$ cat config.mk
export PLATFORM = sky130hd
export DESIGN_NAME = cpu8_address_mode_unit_top
export DESIGN_NICKNAME = d
export VERILOG_FILES = /design/src/rtl/cpu8am_pkg.sv /design/src/rtl/cpu8am_calc.sv /design/src/rtl/cpu8_address_mode_unit_top.sv
export SDC_FILE = /design/constraint.sdc
export NUM_CORES = 1
export LEC_CHECK = 0
export ABC_AREA = 1
export BUFFER_PORTS_ARGS = -buffer_cell sky130_fd_sc_hd__buf_2
export CAP_MARGIN = 20
export CORE_MARGIN = 2
export CORE_UTILIZATION = 50
export CTS_CLUSTER_SIZE = 16
export DETAILED_ROUTE_END_ITERATION = 8
export MAX_ROUTING_LAYER = met4
export PLACE_DENSITY = 0.72
export SYNTH_ARGS = -nofsm -noshare
export SYNTH_HDL_FRONTEND = slang
export SYNTH_HIERARCHICAL = 1
export SYNTH_SLANG_ARGS = --single-unit
$ cat constraint.sdc
create_clock -name clk -period 6.4 [get_ports clk]
set_input_delay 0 -clock clk [delete_from_list [all_inputs] [get_ports clk]]
set_output_delay 0 -clock clk [all_outputs]
set_load 0.02 [all_outputs]
$ cat src/rtl/cpu8am_pkg.sv
package cpu8am_pkg;

  typedef enum logic [3:0] {
    MODE_IMP = 4'd0,
    MODE_IMM = 4'd1,
    MODE_ZP0 = 4'd2,
    MODE_ZPX = 4'd3,
    MODE_ZPY = 4'd4,
    MODE_REL = 4'd5,
    MODE_ABS = 4'd6,
    MODE_ABX = 4'd7,
    MODE_ABY = 4'd8,
    MODE_IND = 4'd9,
    MODE_IZX = 4'd10,
    MODE_IZY = 4'd11
  } mode_t;

  typedef enum logic [2:0] {
    PH_IDLE   = 3'd0,
    PH_OPER1  = 3'd1,
    PH_OPER2  = 3'd2,
    PH_PTR_LO = 3'd3,
    PH_PTR_HI = 3'd4
  } phase_t;

  localparam logic REQ_START = 1'b0;
  localparam logic REQ_DATA  = 1'b1;

  localparam logic KIND_READ = 1'b0;
  localparam logic KIND_DONE = 1'b1;

  localparam logic [15:0] PAGE_MASK   = 16'hFF00;
  localparam logic [15:0] OFFSET_MASK = 16'h00FF;

  typedef struct packed {
    phase_t      phase;
    mode_t       mode;
    logic [15:0] pc;
    logic [7:0]  x;
    logic [7:0]  y;
    logic [15:0] pointer;
    logic [7:0]  low_byte;
  } state_t;

  typedef struct packed {
    logic        kind;
    logic [15:0] address;
    logic [7:0]  rel_offset;
    logic [15:0] next_pc;
    logic        page_cross;
  } ea_result_t;

endpackage

$ cat src/rtl/cpu8am_calc.sv
module cpu8am_calc (
  input  logic                   req_type,
  input  logic [3:0]             mode,
  input  logic [15:0]            pc,
  input  logic [7:0]             x_index,
  input  logic [7:0]             y_index,
  input  logic [7:0]             read_data,
  input  cpu8am_pkg::state_t     st,
  output cpu8am_pkg::state_t     st_nxt,
  output logic                   emit,
  output cpu8am_pkg::ea_result_t res
);

  logic [15:0] pc1;
  logic [15:0] pc2;
  logic [15:0] base;
  logic [15:0] idx_ea;
  logic [7:0]  idx_val;
  logic        idx_cross;
  logic [15:0] ptr_zp;
  logic [15:0] ptr_hi_addr;
  logic [15:0] rel_target;

  assign pc1  = st.pc + 16'd1;
  assign pc2  = st.pc + 16'd2;
  assign base = {read_data, st.low_byte};

  // IZY indexes by Y as does ABY; ABX is the only mode this mux indexes by X
  assign idx_val   = (st.mode == cpu8am_pkg::MODE_ABX) ? st.x : st.y;
  assign idx_ea    = base + {8'd0, idx_val};
  assign idx_cross = (idx_ea[15:8] != base[15:8]);

  assign ptr_zp      = {8'd0, read_data + st.x};
  // high pointer byte stays within the pointer's page
  assign ptr_hi_addr = (st.pointer & cpu8am_pkg::PAGE_MASK)
                     | ((st.pointer + 16'd1) & cpu8am_pkg::OFFSET_MASK);
  assign rel_target  = pc1 + {{8{read_data[7]}}, read_data};

  always_comb begin
    st_nxt = st;
    emit   = 1'b0;
    res    = '0;
    if (req_type == cpu8am_pkg::REQ_START) begin
      st_nxt.mode     = cpu8am_pkg::mode_t'(mode);
      st_nxt.pc       = pc;
      st_nxt.x        = x_index;
      st_nxt.y        = y_index;
      st_nxt.pointer  = '0;
      st_nxt.low_byte = '0;
      st_nxt.phase    = cpu8am_pkg::PH_IDLE;
      emit            = 1'b1;
      if (mode == cpu8am_pkg::MODE_IMM) begin
        res.kind    = cpu8am_pkg::KIND_DONE;
        res.address = pc;
        res.next_pc = pc + 16'd1;
      end else if (mode >= cpu8am_pkg::MODE_ZP0 && mode <= cpu8am_pkg::MODE_IZY) begin
        res.kind     = cpu8am_pkg::KIND_READ;
        res.address  = pc;
        st_nxt.phase = cpu8am_pkg::PH_OPER1;
      end else begin
        res.kind    = cpu8am_pkg::KIND_DONE;
        res.next_pc = pc;
      end
    end else begin
      st_nxt.phase = cpu8am_pkg::PH_IDLE;
      unique case (st.phase)
        cpu8am_pkg::PH_OPER1: begin
          case (st.mode) inside
            cpu8am_pkg::MODE_ZP0: begin
              emit        = 1'b1;
              res.kind    = cpu8am_pkg::KIND_DONE;
              res.address = {8'd0, read_data};
              res.next_pc = pc1;
            end
            cpu8am_pkg::MODE_ZPX: begin
              emit        = 1'b1;
              res.kind    = cpu8am_pkg::KIND_DONE;
              res.address = {8'd0, read_data + st.x};
              res.next_pc = pc1;
            end
            cpu8am_pkg::MODE_ZPY: begin
              emit        = 1'b1;
              res.kind    = cpu8am_pkg::KIND_DONE;
              res.address = {8'd0, read_data + st.y};
              res.next_pc = pc1;
            end
            cpu8am_pkg::MODE_REL: begin
              emit           = 1'b1;
              res.kind       = cpu8am_pkg::KIND_DONE;
              res.address    = rel_target;
              res.rel_offset = read_data;
              res.next_pc    = pc1;
            end
            cpu8am_pkg::MODE_ABS, cpu8am_pkg::MODE_ABX,
            cpu8am_pkg::MODE_ABY, cpu8am_pkg::MODE_IND: begin
              emit            = 1'b1;
              st_nxt.low_byte = read_data;
              st_nxt.phase    = cpu8am_pkg::PH_OPER2;
              res.kind        = cpu8am_pkg::KIND_READ;
              res.address     = pc1;
            end
            cpu8am_pkg::MODE_IZX: begin
              emit           = 1'b1;
              st_nxt.pointer = ptr_zp;
              st_nxt.phase   = cpu8am_pkg::PH_PTR_LO;
              res.kind       = cpu8am_pkg::KIND_READ;
              res.address    = ptr_zp;
            end
            cpu8am_pkg::MODE_IZY: begin
              emit           = 1'b1;
              st_nxt.pointer = {8'd0, read_data};
              st_nxt.phase   = cpu8am_pkg::PH_PTR_LO;
              res.kind       = cpu8am_pkg::KIND_READ;
              res.address    = {8'd0, read_data};
            end
            default: ;
          endcase
        end
        cpu8am_pkg::PH_OPER2: begin
          case (st.mode) inside
            cpu8am_pkg::MODE_ABS: begin
              emit        = 1'b1;
              res.kind    = cpu8am_pkg::KIND_DONE;
              res.address = base;
              res.next_pc = pc2;
            end
            cpu8am_pkg::MODE_ABX, cpu8am_pkg::MODE_ABY: begin
              emit           = 1'b1;
              res.kind       = cpu8am_pkg::KIND_DONE;
              res.address    = idx_ea;
              res.next_pc    = pc2;
              res.page_cross = idx_cross;
            end
            cpu8am_pkg::MODE_IND: begin
              emit           = 1'b1;
              st_nxt.pointer = base;
              st_nxt.phase   = cpu8am_pkg::PH_PTR_LO;
              res.kind       = cpu8am_pkg::KIND_READ;
              res.address    = base;
            end
            default: ;
          endcase
        end
        cpu8am_pkg::PH_PTR_LO: begin
          if (st.mode == cpu8am_pkg::MODE_IND || st.mode == cpu8am_pkg::MODE_IZX ||
              st.mode == cpu8am_pkg::MODE_IZY) begin
            emit            = 1'b1;
            st_nxt.low_byte = read_data;
            st_nxt.phase    = cpu8am_pkg::PH_PTR_HI;
            res.kind        = cpu8am_pkg::KIND_READ;
            res.address     = ptr_hi_addr;
          end
        end
        cpu8am_pkg::PH_PTR_HI: begin
          case (st.mode)
            cpu8am_pkg::MODE_IND: begin
              emit        = 1'b1;
              res.kind    = cpu8am_pkg::KIND_DONE;
              res.address = base;
              res.next_pc = pc2;
            end
            cpu8am_pkg::MODE_IZX: begin
              emit        = 1'b1;
              res.kind    = cpu8am_pkg::KIND_DONE;
              res.address = base;
              res.next_pc = pc1;
            end
            cpu8am_pkg::MODE_IZY: begin
              emit           = 1'b1;
              res.kind       = cpu8am_pkg::KIND_DONE;
              res.address    = idx_ea;
              res.next_pc    = pc1;
              res.page_cross = idx_cross;
            end
            default: ;
          endcase
        end
        default: ;
      endcase
    end
  end

endmodule

$ cat src/rtl/cpu8_address_mode_unit_top.sv
// Effective-address unit for the classic 8-bit CPU addressing modes. A start
// transfer (req_type 0) loads mode, PC, X and Y; each data transfer
// (req_type 1) returns the byte for the previous read request. Every transfer
// yields at most one result: a read request (kind 0) or a done result
// (kind 1). Data that arrives with no calculation running yields nothing.
// Results appear in the output register in the cycle after the input transfer,
// and a new input transfer is taken every cycle as long as that register is
// empty or being drained in the same cycle, so the unit sustains one transfer
// per clock.
module cpu8_address_mode_unit_top (
  input  logic               clk,
  input  logic               rst_n,
  input  logic               in_valid,
  output logic               in_ready,
  input  logic               in_req_type,
  input  logic [3:0]         in_mode,
  input  logic [15:0]        in_pc,
  input  logic [7:0]         in_x_index,
  input  logic [7:0]         in_y_index,
  input  logic [7:0]         in_read_data,
  output logic               out_valid,
  input  logic               out_ready,
  output logic               out_kind,
  output logic [15:0]        out_address,
  output logic signed [7:0]  out_rel_offset,
  output logic [15:0]        out_next_pc,
  output logic               out_page_cross
);

  cpu8am_pkg::state_t     st_r;
  cpu8am_pkg::state_t     st_nxt;
  cpu8am_pkg::ea_result_t res_r;
  cpu8am_pkg::ea_result_t res_nxt;
  logic                   out_valid_r;
  logic                   emit;
  logic                   in_xfer;

  assign in_ready = !out_valid_r || out_ready;
  assign in_xfer  = in_valid && in_ready;

  cpu8am_calc u_calc (
    .req_type  (in_req_type),
    .mode      (in_mode),
    .pc        (in_pc),
    .x_index   (in_x_index),
    .y_index   (in_y_index),
    .read_data (in_read_data),
    .st        (st_r),
    .st_nxt    (st_nxt),
    .emit      (emit),
    .res       (res_nxt)
  );

  always_ff @(posedge clk) begin
    if (!rst_n) begin
      st_r <= '{phase: cpu8am_pkg::PH_IDLE, mode: cpu8am_pkg::MODE_IMP, default: '0};
    end else if (in_xfer) begin
      st_r <= st_nxt;
    end
  end

  always_ff @(posedge clk) begin
    if (!rst_n) begin
      out_valid_r <= 1'b0;
    end else if (in_xfer && emit) begin
      out_valid_r <= 1'b1;
    end else if (out_ready) begin
      out_valid_r <= 1'b0;
    end
  end

  always_ff @(posedge clk) begin
    if (in_xfer && emit) begin
      res_r <= res_nxt;
    end
  end

  assign out_valid      = out_valid_r;
  assign out_kind       = res_r.kind;
  assign out_address    = res_r.address;
  assign out_rel_offset = $signed(res_r.rel_offset);
  assign out_next_pc    = res_r.next_pc;
  assign out_page_cross = res_r.page_cross;

  a_read_fields_zero: assert property (@(posedge clk) disable iff (!rst_n)
    out_valid_r && res_r.kind == cpu8am_pkg::KIND_READ |->
      res_r.next_pc == 16'd0 && res_r.rel_offset == 8'd0 && !res_r.page_cross)
    else $error("read request carries done-only fields");

  a_done_goes_idle: assert property (@(posedge clk) disable iff (!rst_n)
    in_xfer && emit && res_nxt.kind == cpu8am_pkg::KIND_DONE |=>
      st_r.phase == cpu8am_pkg::PH_IDLE)
    else $error("phase not idle after done result");

  a_imm_done: assert property (@(posedge clk) disable iff (!rst_n)
    in_xfer && in_req_type == cpu8am_pkg::REQ_START &&
    in_mode == cpu8am_pkg::MODE_IMM |=>
      out_valid_r && res_r.kind == cpu8am_pkg::KIND_DONE &&
      res_r.address == $past(in_pc))
    else $error("immediate mode result wrong");

  a_ptr_hi_same_page: assert property (@(posedge clk) disable iff (!rst_n)
    in_xfer && st_r.phase == cpu8am_pkg::PH_PTR_LO &&
    in_req_type == cpu8am_pkg::REQ_DATA && emit |->
      res_nxt.address[15:8] == st_r.pointer[15:8])
    else $error("pointer high fetch left the pointer page");

  a_idle_data_silent: assert property (@(posedge clk) disable iff (!rst_n)
    in_req_type == cpu8am_pkg::REQ_DATA && st_r.phase == cpu8am_pkg::PH_IDLE |->
      !emit)
    else $error("data with no calculation produced a result");

endmodule

# == Word-level counts from Yosys, hierarchy flattened ==
# Cells that the tools add are included.
# Widths: inputs -> output; s select.
# totals
reg_bits,106
# op_classes
addsub,8
magnitude_cmp,2
n_eq_ne,29
mux,83
bitwise_logic,4
reduce_logical,17
# op_table
op,n
$mux 16,22
$mux 17,10
$pmux 17 s4,1
$mux 8,8
$pmux 16 s2,2
$pmux 16 s3,1
$pmux 17 s2,1
$mux 3,11
$add 16x1->16 const B,2
$mux 24,1
$ne 3x3->1 const B,8
$mux 1,20
$add 16x16->16,1
$add 16x2->16 const B,1
$add 16x8->16,1
$add 8x8->8,2
$eq 4x3->1 const B,4
$eq 4x4->1 const B,4
$or 16x8->16,1
$pmux 8 s2,1
$reduce_and 11->1,1
$pmux 3 s3,1
$add 8x1->8 const B,1
$eq 4x2->1 const B,2
other kinds (24),36

# == Longest topological paths before layout ==
# Gate-level depths: netlist of the first run.
# logic_depth
depth_word,12
depth_mapped,25

# == By module ==
# Netlist of the first run, hierarchy kept.
# by_module_without_submodules
module,n_inst,cells_each,area_per_inst_um2,seq_area_each_um2
cpu8am_calc,1,1302,6500.0,0.0
cpu8_address_mode_unit_top,1,465,4172.8,2542.4

# == Least setup slack after synthesis of the first run ==
# OpenSTA, ideal clock, no wires.
# synth_timing
path_type,reg-to-reg
start,register st_r[57] in the netlist's numbering
end,"register res_r (netlist bit out_address[0]), enable pin"
setup_time_ps,442
arrival_ps,3005
required_time_ps,5958
slack_ps,2953
path_stages_with_launch,13
synth_period_minus_slack_ps,3447
path_cell_list,dfxtp_1 -> buf_4 -> nand2_2 -> inv_2 -> nand2_2 -> nand2_4 -> nor2_4 -> inv_2 -> nand2_2 -> and3_1 -> nand4_1 -> inv_1 -> nor2_1
# synth_between
elab_chain_len,11
# synth_lines
element,line_no,text
from (decl),cpu8_address_mode_unit_top.sv:30,cpu8am_pkg::state_t st_r;
from (signal assigned),cpu8_address_mode_unit_top.sv:58,st_r <= st_nxt;
$eq 4x4->1,"cpu8am_calc.sv:146, cpu8am_calc.sv:155",
$mux 1 (7 in a row),cpu8am_calc.sv:68,case (st.mode) inside
$pmux 1 s4 *,cpu8am_calc.sv:66,unique case (st.phase)
$mux 1 *,cpu8am_calc.sv:43,if (req_type == cpu8am_pkg::REQ_START) begin
net emit,cpu8_address_mode_unit_top.sv:35,logic emit;
$logic_and 1x1->1 *,cpu8_address_mode_unit_top.sv:73,if (in_xfer && emit) begin
to (signal assigned),cpu8_address_mode_unit_top.sv:74,res_r <= res_nxt;
to (decl),cpu8_address_mode_unit_top.sv:32,cpu8am_pkg::ea_result_t res_r;
# The timed path passes the listed nets; every way through them passes the cells marked *.
# A chain may end at the register's enable or synchronous reset.

# == Worst setup path after layout of the first run ==
# layout_timing
start,register st_r[56] in the netlist's numbering
end,"register res_r (netlist bit out_rel_offset[1]), enable pin"
# Same word-level chain as after synthesis.

==> key figures, run 1 <==
Status
  – Status: finished, final reports clean

Drt
  – DR vias/cell: 5.91
  – Average wire per standard cell: 20.4 um
  – Via count: 12300
  – Initial DRT Pass Iterations: 6
  – DRC: 0
  – Antenna-violating nets left: 0
  – First DRT Iteration DRCs: 1543
  – Final wirelength: 42500 um

Yosys
  – Top post-synthesis cells by area: nand2_1 17%, dfxtp_1 12%, edfxtp_1 12%
  – Synth Net Count: 1867
  – Synth Instances: 1767
  – Synth async-reset ratio: 0
  – Seq/Total Area, Yosys: 0.238
  – Top-count cell post-synth: nand2_1
  – Yosys Warn Count: 6
  – Distinct cells, synth: 57
  – Post-synth top area cell: nand2_1
  – #FFs+latches synth: 106
  – Post-synth top cells: 472 x nand2_1, 236 x inv_1, 185 x nand3_1
  – Post-synthesis area per instance: 6.04 um^2
  – Share of the synthesized area in the top cell type: 0.166
  – Synth Flop Type: dfxtp_1
  – Post-synth EDFFs: 42
  – Post-synthesis cell area: 0.0107 mm^2

Timing
  – Final count of pins violating max slew: 0
  – Slew @ Worst Pin: 1.00 ns
  – Setup Viol. Count Final: 0
  – Min cycle time layout: 3.75 ns
  – Slew HR: 0.331
  – Clk_skew: 0.0132 ns
  – Final Cycle Share: 0.586
  – Unrepaired setup endpoints after global routing: false
  – Fmax: 267 MHz
  – Setup TNS: 0 ns
  – Final Hold Viols: 0

Finish
  – Area Growth Syn to Fin: 7.03%
  – N_diodes: 0
  – Final Non-Filler Cells: 2078
  – Nets: 1898
  – Share of cells above drive strength 1: 0.0943

Die
  – Die height: 150 um
  – # rows: 53
  – Die footprint: 0.0225 mm^2
  – Die width: 150 um
  – Initial Utilization: 0.509
  – # IOs: 93
  – Placeable core region: 0.0210 mm^2

Power
  – Maximum vdd drop: 0.176 mV
  – Pleak: 5.64 nW
  – Power Density: 180 mW/mm^2

Clock network
  – CTS tree: done
  – Maximum clock insertion buffer count: 2
  – Clk root buf: clkbuf_16
  – Post-CTS sizing: 0
  – Reg clk slew, reported paths: 0.09 ns
  – Depth of the CTS H-tree: 3
  – Setup bufs post-CTS: 0
  – Total CTS buffers: 9
  – Clk_lat worst skew: 0.37 ns
  – Clock sinks: 106
  – Cts hold-fix bufs: 2

Global routing
  – Vias in the first global route: 11100
  – First-pass GRT wire length: 64500 um
  – Pin count of the biggest net entering global routing: 71
  – Antenna violations before repair: 0
  – Remaining global-route overflow: 0
  – Gr usage total: 0.386

Placed design
  – Dpl cells: 2060
  – Routability congestion estimate: 1.03
  – Detail Placement HPWL: 32000 um
  – Count of input and output buffers: 92

Worst setup path
  – Worst path required time: 6.41 ns
  – Worst Path Arrival: 3.76 ns
  – Crit-path max FO: 38
  – CP Class: flop to flop
  – Crit. End Element: flop
  – Critical Path Source Type: flop

Hold path
  – Tightest Hold Check Type: input port to flop

Flow run
  – Max-Cap Viols: 0
## stage by stage
stage	cell area [um^2]	total power [mW]	setup slack (ns)	utilization	hold slack, ns
floorplan	10700	1.26	2.95	-	0.217
finish	11400	2.06	2.65	0.545	0.0477
global route	11400	2.16	2.50	0.545	0.0466
global placement	11100	1.46	2.87	0.530	0.250
detailed placement	11100	1.47	2.79	0.530	0.258
CTS	11400	2.05	2.78	0.545	0.0445
## path summary, 6_finish.rpt
check                  from                end  slack, ns  depth (start not counted)
setup / recovery   st_r[56]  out_rel_offset[1]       2.65                         12
hold / removal    in_pc[12]    out_address[12]       0.05                          3
hold reg to reg    st_r[14]           st_r[14]       0.50                          2
setup reg to reg   st_r[56]  out_rel_offset[1]       2.65                         12
## layout make-up
cell class | count | area, um^2
multi-input cells | 1324 | 6740
inverters | 252 | 946
fillers | 2227 | 9530
well taps | 275 | 344
clock inverters | 4 | 30.0
flip-flops and latches | 106 | 2540
repair buffers | 105 | 566
clock buffers | 12 | 259
## sequential cells by signal, indices dropped and copies added (netlist names)
signal          cells
out_address        16
out_kind            1
out_next_pc        16
out_page_cross      1
out_rel_offset      8
out_valid           1
st_r               63
## layer usage
layer  track usage  wire length (um)  vias up
met1         0.509             17900     5615
met5             -                 0        -
met4         0.167              2100        0
met3        0.0452              3690      127
li1              -                 -     5865
met2         0.598             18800      678
## placed cells by master, fill, tap and decap left out, types with 6 or more instances in the layout
| cell | synthesis | layout |
|---|---|---|
| nor2_1 | 159 | 158 |
| dfxtp_1 | 64 | 64 |
| nand2_1 | 472 | 472 |
| o21ai_0 | 112 | 112 |
| o21bai_1 | 8 | 8 |
| xnor2_1 | 9 | 9 |
| clkbuf_16 | 0 | 10 |
| nor3_1 | 12 | 10 |
| nand3_1 | 185 | 185 |
| o22ai_1 | 16 | 16 |
| buf_4 | 4 | 12 |
| inv_1 | 236 | 235 |
| a21o_1 | 6 | 6 |
| xor2_1 | 17 | 17 |
| ha_1 | 47 | 47 |
| inv_2 | 16 | 17 |
| or2_2 | 6 | 6 |
| o211ai_1 | 12 | 12 |
| nand4_1 | 16 | 16 |
| nor2_2 | 11 | 11 |
| o21ai_1 | 14 | 14 |
| a21oi_1 | 142 | 142 |
| a22oi_1 | 14 | 14 |
| buf_2 | 40 | 91 |
| edfxtp_1 | 42 | 42 |
## worst max-delay path, cell delays in order, from the launching register on
cell and delay [ns]:
dfxtp_1 0.51, inv_2 0.30, nand2_1 0.12, nor2_2 0.57
nor2_1 0.08, nand2_1 0.43, inv_2 0.24, nand2_1 0.11
a21oi_1 0.11, nand4_1 0.12, inv_1 0.09, nor2_4 0.18
buf_4 0.47
## power by group
group          leakage, nW  internal (mW)  switching, mW
logic                 4.56          0.204          0.461
clock network        0.147          0.295          0.293
registers            0.937          0.751         0.0568
total                 5.64           1.25          0.810
## logic make-up (layout without fill, tap and decap cells)
logic type                 after synthesis  after routing  synth area share
AOI/OAI and AO/OA                      364            364             0.195
xor gates and xnor gates                26             26            0.0213
adders and majority gates               51             51            0.0626
buffers and inverters                  337            373             0.133
DFF                                    106            106             0.238
muxes                                    1              1          0.000938
and+or+nand+nor                        882            882             0.349
Power figures use the tool's default switching activity.
==> run 2: changes to the inputs <==
--- a/config.mk
+++ b/config.mk
@@ -13,7 +13,7 @@
 export CTS_CLUSTER_SIZE = 16
 export DETAILED_ROUTE_END_ITERATION = 8
 export MAX_ROUTING_LAYER = met4
-export PLACE_DENSITY = 0.72
+export PLACE_DENSITY = 0.74
 export SYNTH_ARGS = -nofsm -noshare
 export SYNTH_HDL_FRONTEND = slang
 export SYNTH_HIERARCHICAL = 1
==> constraint.sdc (replaced) <==
create_clock -name clk -period 3.25 [get_ports clk]
set_input_delay 0 -clock clk [delete_from_list [all_inputs] [get_ports clk]]
set_output_delay 0 -clock clk [all_outputs]
set_load 0.02 [all_outputs]
==> run 2 against run 1 <==
  * Critical path depth is 10 higher
  * Sequential share of layout area is 0.87 points lower
  * Total power is 100% higher
  * Critical endpoint is now out_address[7]
==> key figures, run 2 (synthesis gave the netlist of run 1 again) <==
Status
  – Status: finished, final reports clean

Flow run
  – Max-Cap Viols: 0

Die
  – Placeable core region: 0.0210 mm^2
  – Die width: 150 um
  – # IOs: 93
  – Die height: 150 um
  – # rows: 53
  – Die footprint: 0.0225 mm^2
  – Initial Utilization: 0.509

Global routing
  – Gr usage total: 0.394
  – First-pass GRT wire length: 65500 um
  – Remaining global-route overflow: 0
  – Vias in the first global route: 11400
  – Antenna violations before repair: 0
  – Pin count of the biggest net entering global routing: 52

Clock network
  – Depth of the CTS H-tree: 3
  – CTS tree: done
  – Reg clk slew, reported paths: 0.08 ns
  – Clk_lat worst skew: 0.37 ns
  – Total CTS buffers: 9
  – Clock sinks: 106
  – Maximum clock insertion buffer count: 2
  – Clk root buf: clkbuf_16

Worst setup path
  – Worst Path Arrival: 3.19 ns
  – Most common cell on crit path: nand2_1
  – Crit-path cells: ha_2 -> inv_1 -> nor2_2 -> nand3_2 -> buf_4 -> nand2_1 -> nand2_2 -> inv_2 -> ha_4 -> a21oi_2 -> a21boi_2 -> nand2_2 -> nand2_1 -> nand3_1 -> nand2_1 -> nand2_1 -> nand2_1 -> nand2_1 -> nand2_1 -> nand2_1 -> nand2_1 -> nand2_1
  – Crit path largest cell delay: 0.37 ns
  – Worst reg2reg path depth: 22
  – Crit. Startpoint: st_r[41]
  – Crit-path max FO: 4
  – Critical Path Source Type: flop
  – Worst path required time: 3.37 ns
  – Worst r2r src: st_r[41]
  – CP Class: flop to flop
  – Crit. End Element: flop
  – Critical Path Slowest Stage Cell: dfxtp_2

Timing
  – Final Hold Viols: 0
  – Final Cycle Share: 0.945
  – Clk_skew: 0.0140 ns
  – Hold WS: 0.0340 ns
  – Min cycle time layout: 3.07 ns
  – Final count of pins violating max slew: 0
  – Fmax: 325 MHz
  – Slew HR: 0.437
  – Setup Viol. Count Final: 0
  – Slew @ Worst Pin: 0.845 ns

Placed design
  – Count of input and output buffers: 92
  – Routability congestion estimate: 1.01
  – Dpl cells: 2109
  – Detail Placement HPWL: 33700 um

Finish
  – Final Non-Filler Cells: 2130
  – Nets: 1950
  – Area Growth Syn to Fin: 11.7%
  – Final core occ: 0.569
  – Most common cell after layout, fill and taps aside: nand2_1
  – Top reg by flops: st_r
  – Max reg flops: 63
  – N_diodes: 0
  – Share of cells above drive strength 1: 0.137
  – Most frequent cells in the layout: 465 x nand2_1, 233 x inv_1, 184 x nand3_1, 155 x nor2_1, 139 x a21oi_1

Hold path
  – HP Start: in_pc[2]
  – WHS Path Cells: 3
  – Tightest Hold Check Type: input port to flop

Power
  – Psw: 1.65 mW
  – Power Density: 347 mW/mm^2
  – Clock network power share: 0.279
  – Sw Share: 0.399
  – Seq pwr share: 0.382
  – Pleak: 5.92 nW
  – Maximum vdd drop: 0.305 mV
  – Internal power: 2.48 mW
  – Comb pwr share: 0.339

Drt
  – First DRT Iteration DRCs: 1473
  – Final wirelength: 42900 um
  – Via count: 12500
  – Antenna-violating nets left: 0
  – DRC: 0
  – Average wire per standard cell: 20.1 um
  – DR vias/cell: 5.87
  – Initial DRT Pass Iterations: 6
[run 2: area by class of cell]
type,count,area [um^2]
Multi-Input combinational cell,1324,6830
Tap cell,275,344
Clock inverter,6,57.6
Inverter,252,946
Timing Repair Buffer,157,966
Sequential cell,106,2550
Fill cell,2158,9030
Clock buffer,10,230
[run 2: worst paths after layout]
kind                    endpoint  slack (ns)
setup / recovery  out_address[7]        0.18
hold / removal    out_address[2]        0.03
setup reg to reg  out_address[7]        0.18
hold reg to reg         st_r[59]        0.52
[run 2: power by group through the flow]
stage	logic (mW)	registers [mW]	clock network, mW
floorplan	0.872	1.61	0
CTS	1.35	1.57	1.16
detailed placement	1.34	1.60	0
global placement	1.34	1.60	0
global route	1.55	1.59	1.21
finish	1.40	1.58	1.15
[run 2: worst max-delay path: cells and delay by family (launching register included)]
kind            cells  cell delay [ns]
compound gates      2             0.42
fa+ha+maj           2             0.41
buf+inv             3             0.35
flops               1             0.37
simple gates       15             1.28
[run 2: metrics by stage]
stage	cell area [um^2]	TNS, ns	total power [mW]	worst slack [ns]
2_1_floorplan	10700	0	2.49	0.261
3_3_place_gp	11500	-0.827	2.94	-0.300
3_5_place_dp	11500	-0.490	2.95	-0.212
4_1_cts	11800	0	4.09	0.000855
5_1_grt	11900	-0.00772	4.34	-0.00772
6_report	11900	0	4.13	0.178
[run 2: routing by layer]
layer  up-vias  share of wire  track usage
met3       141          0.094       0.0558
met5         -              0            -
met2       735           0.44        0.596
li1       5963              -            -
met4         0          0.052        0.182
met1      5660           0.42        0.521
[run 2: what timing repair did]
item	CTS	global route
resized for setup	5	36
hold endpoints to repair	1	0
pin swaps	1	4
hold buffers	1	0
endpoints found under the setup margin	4	10
buffers inserted	0	4
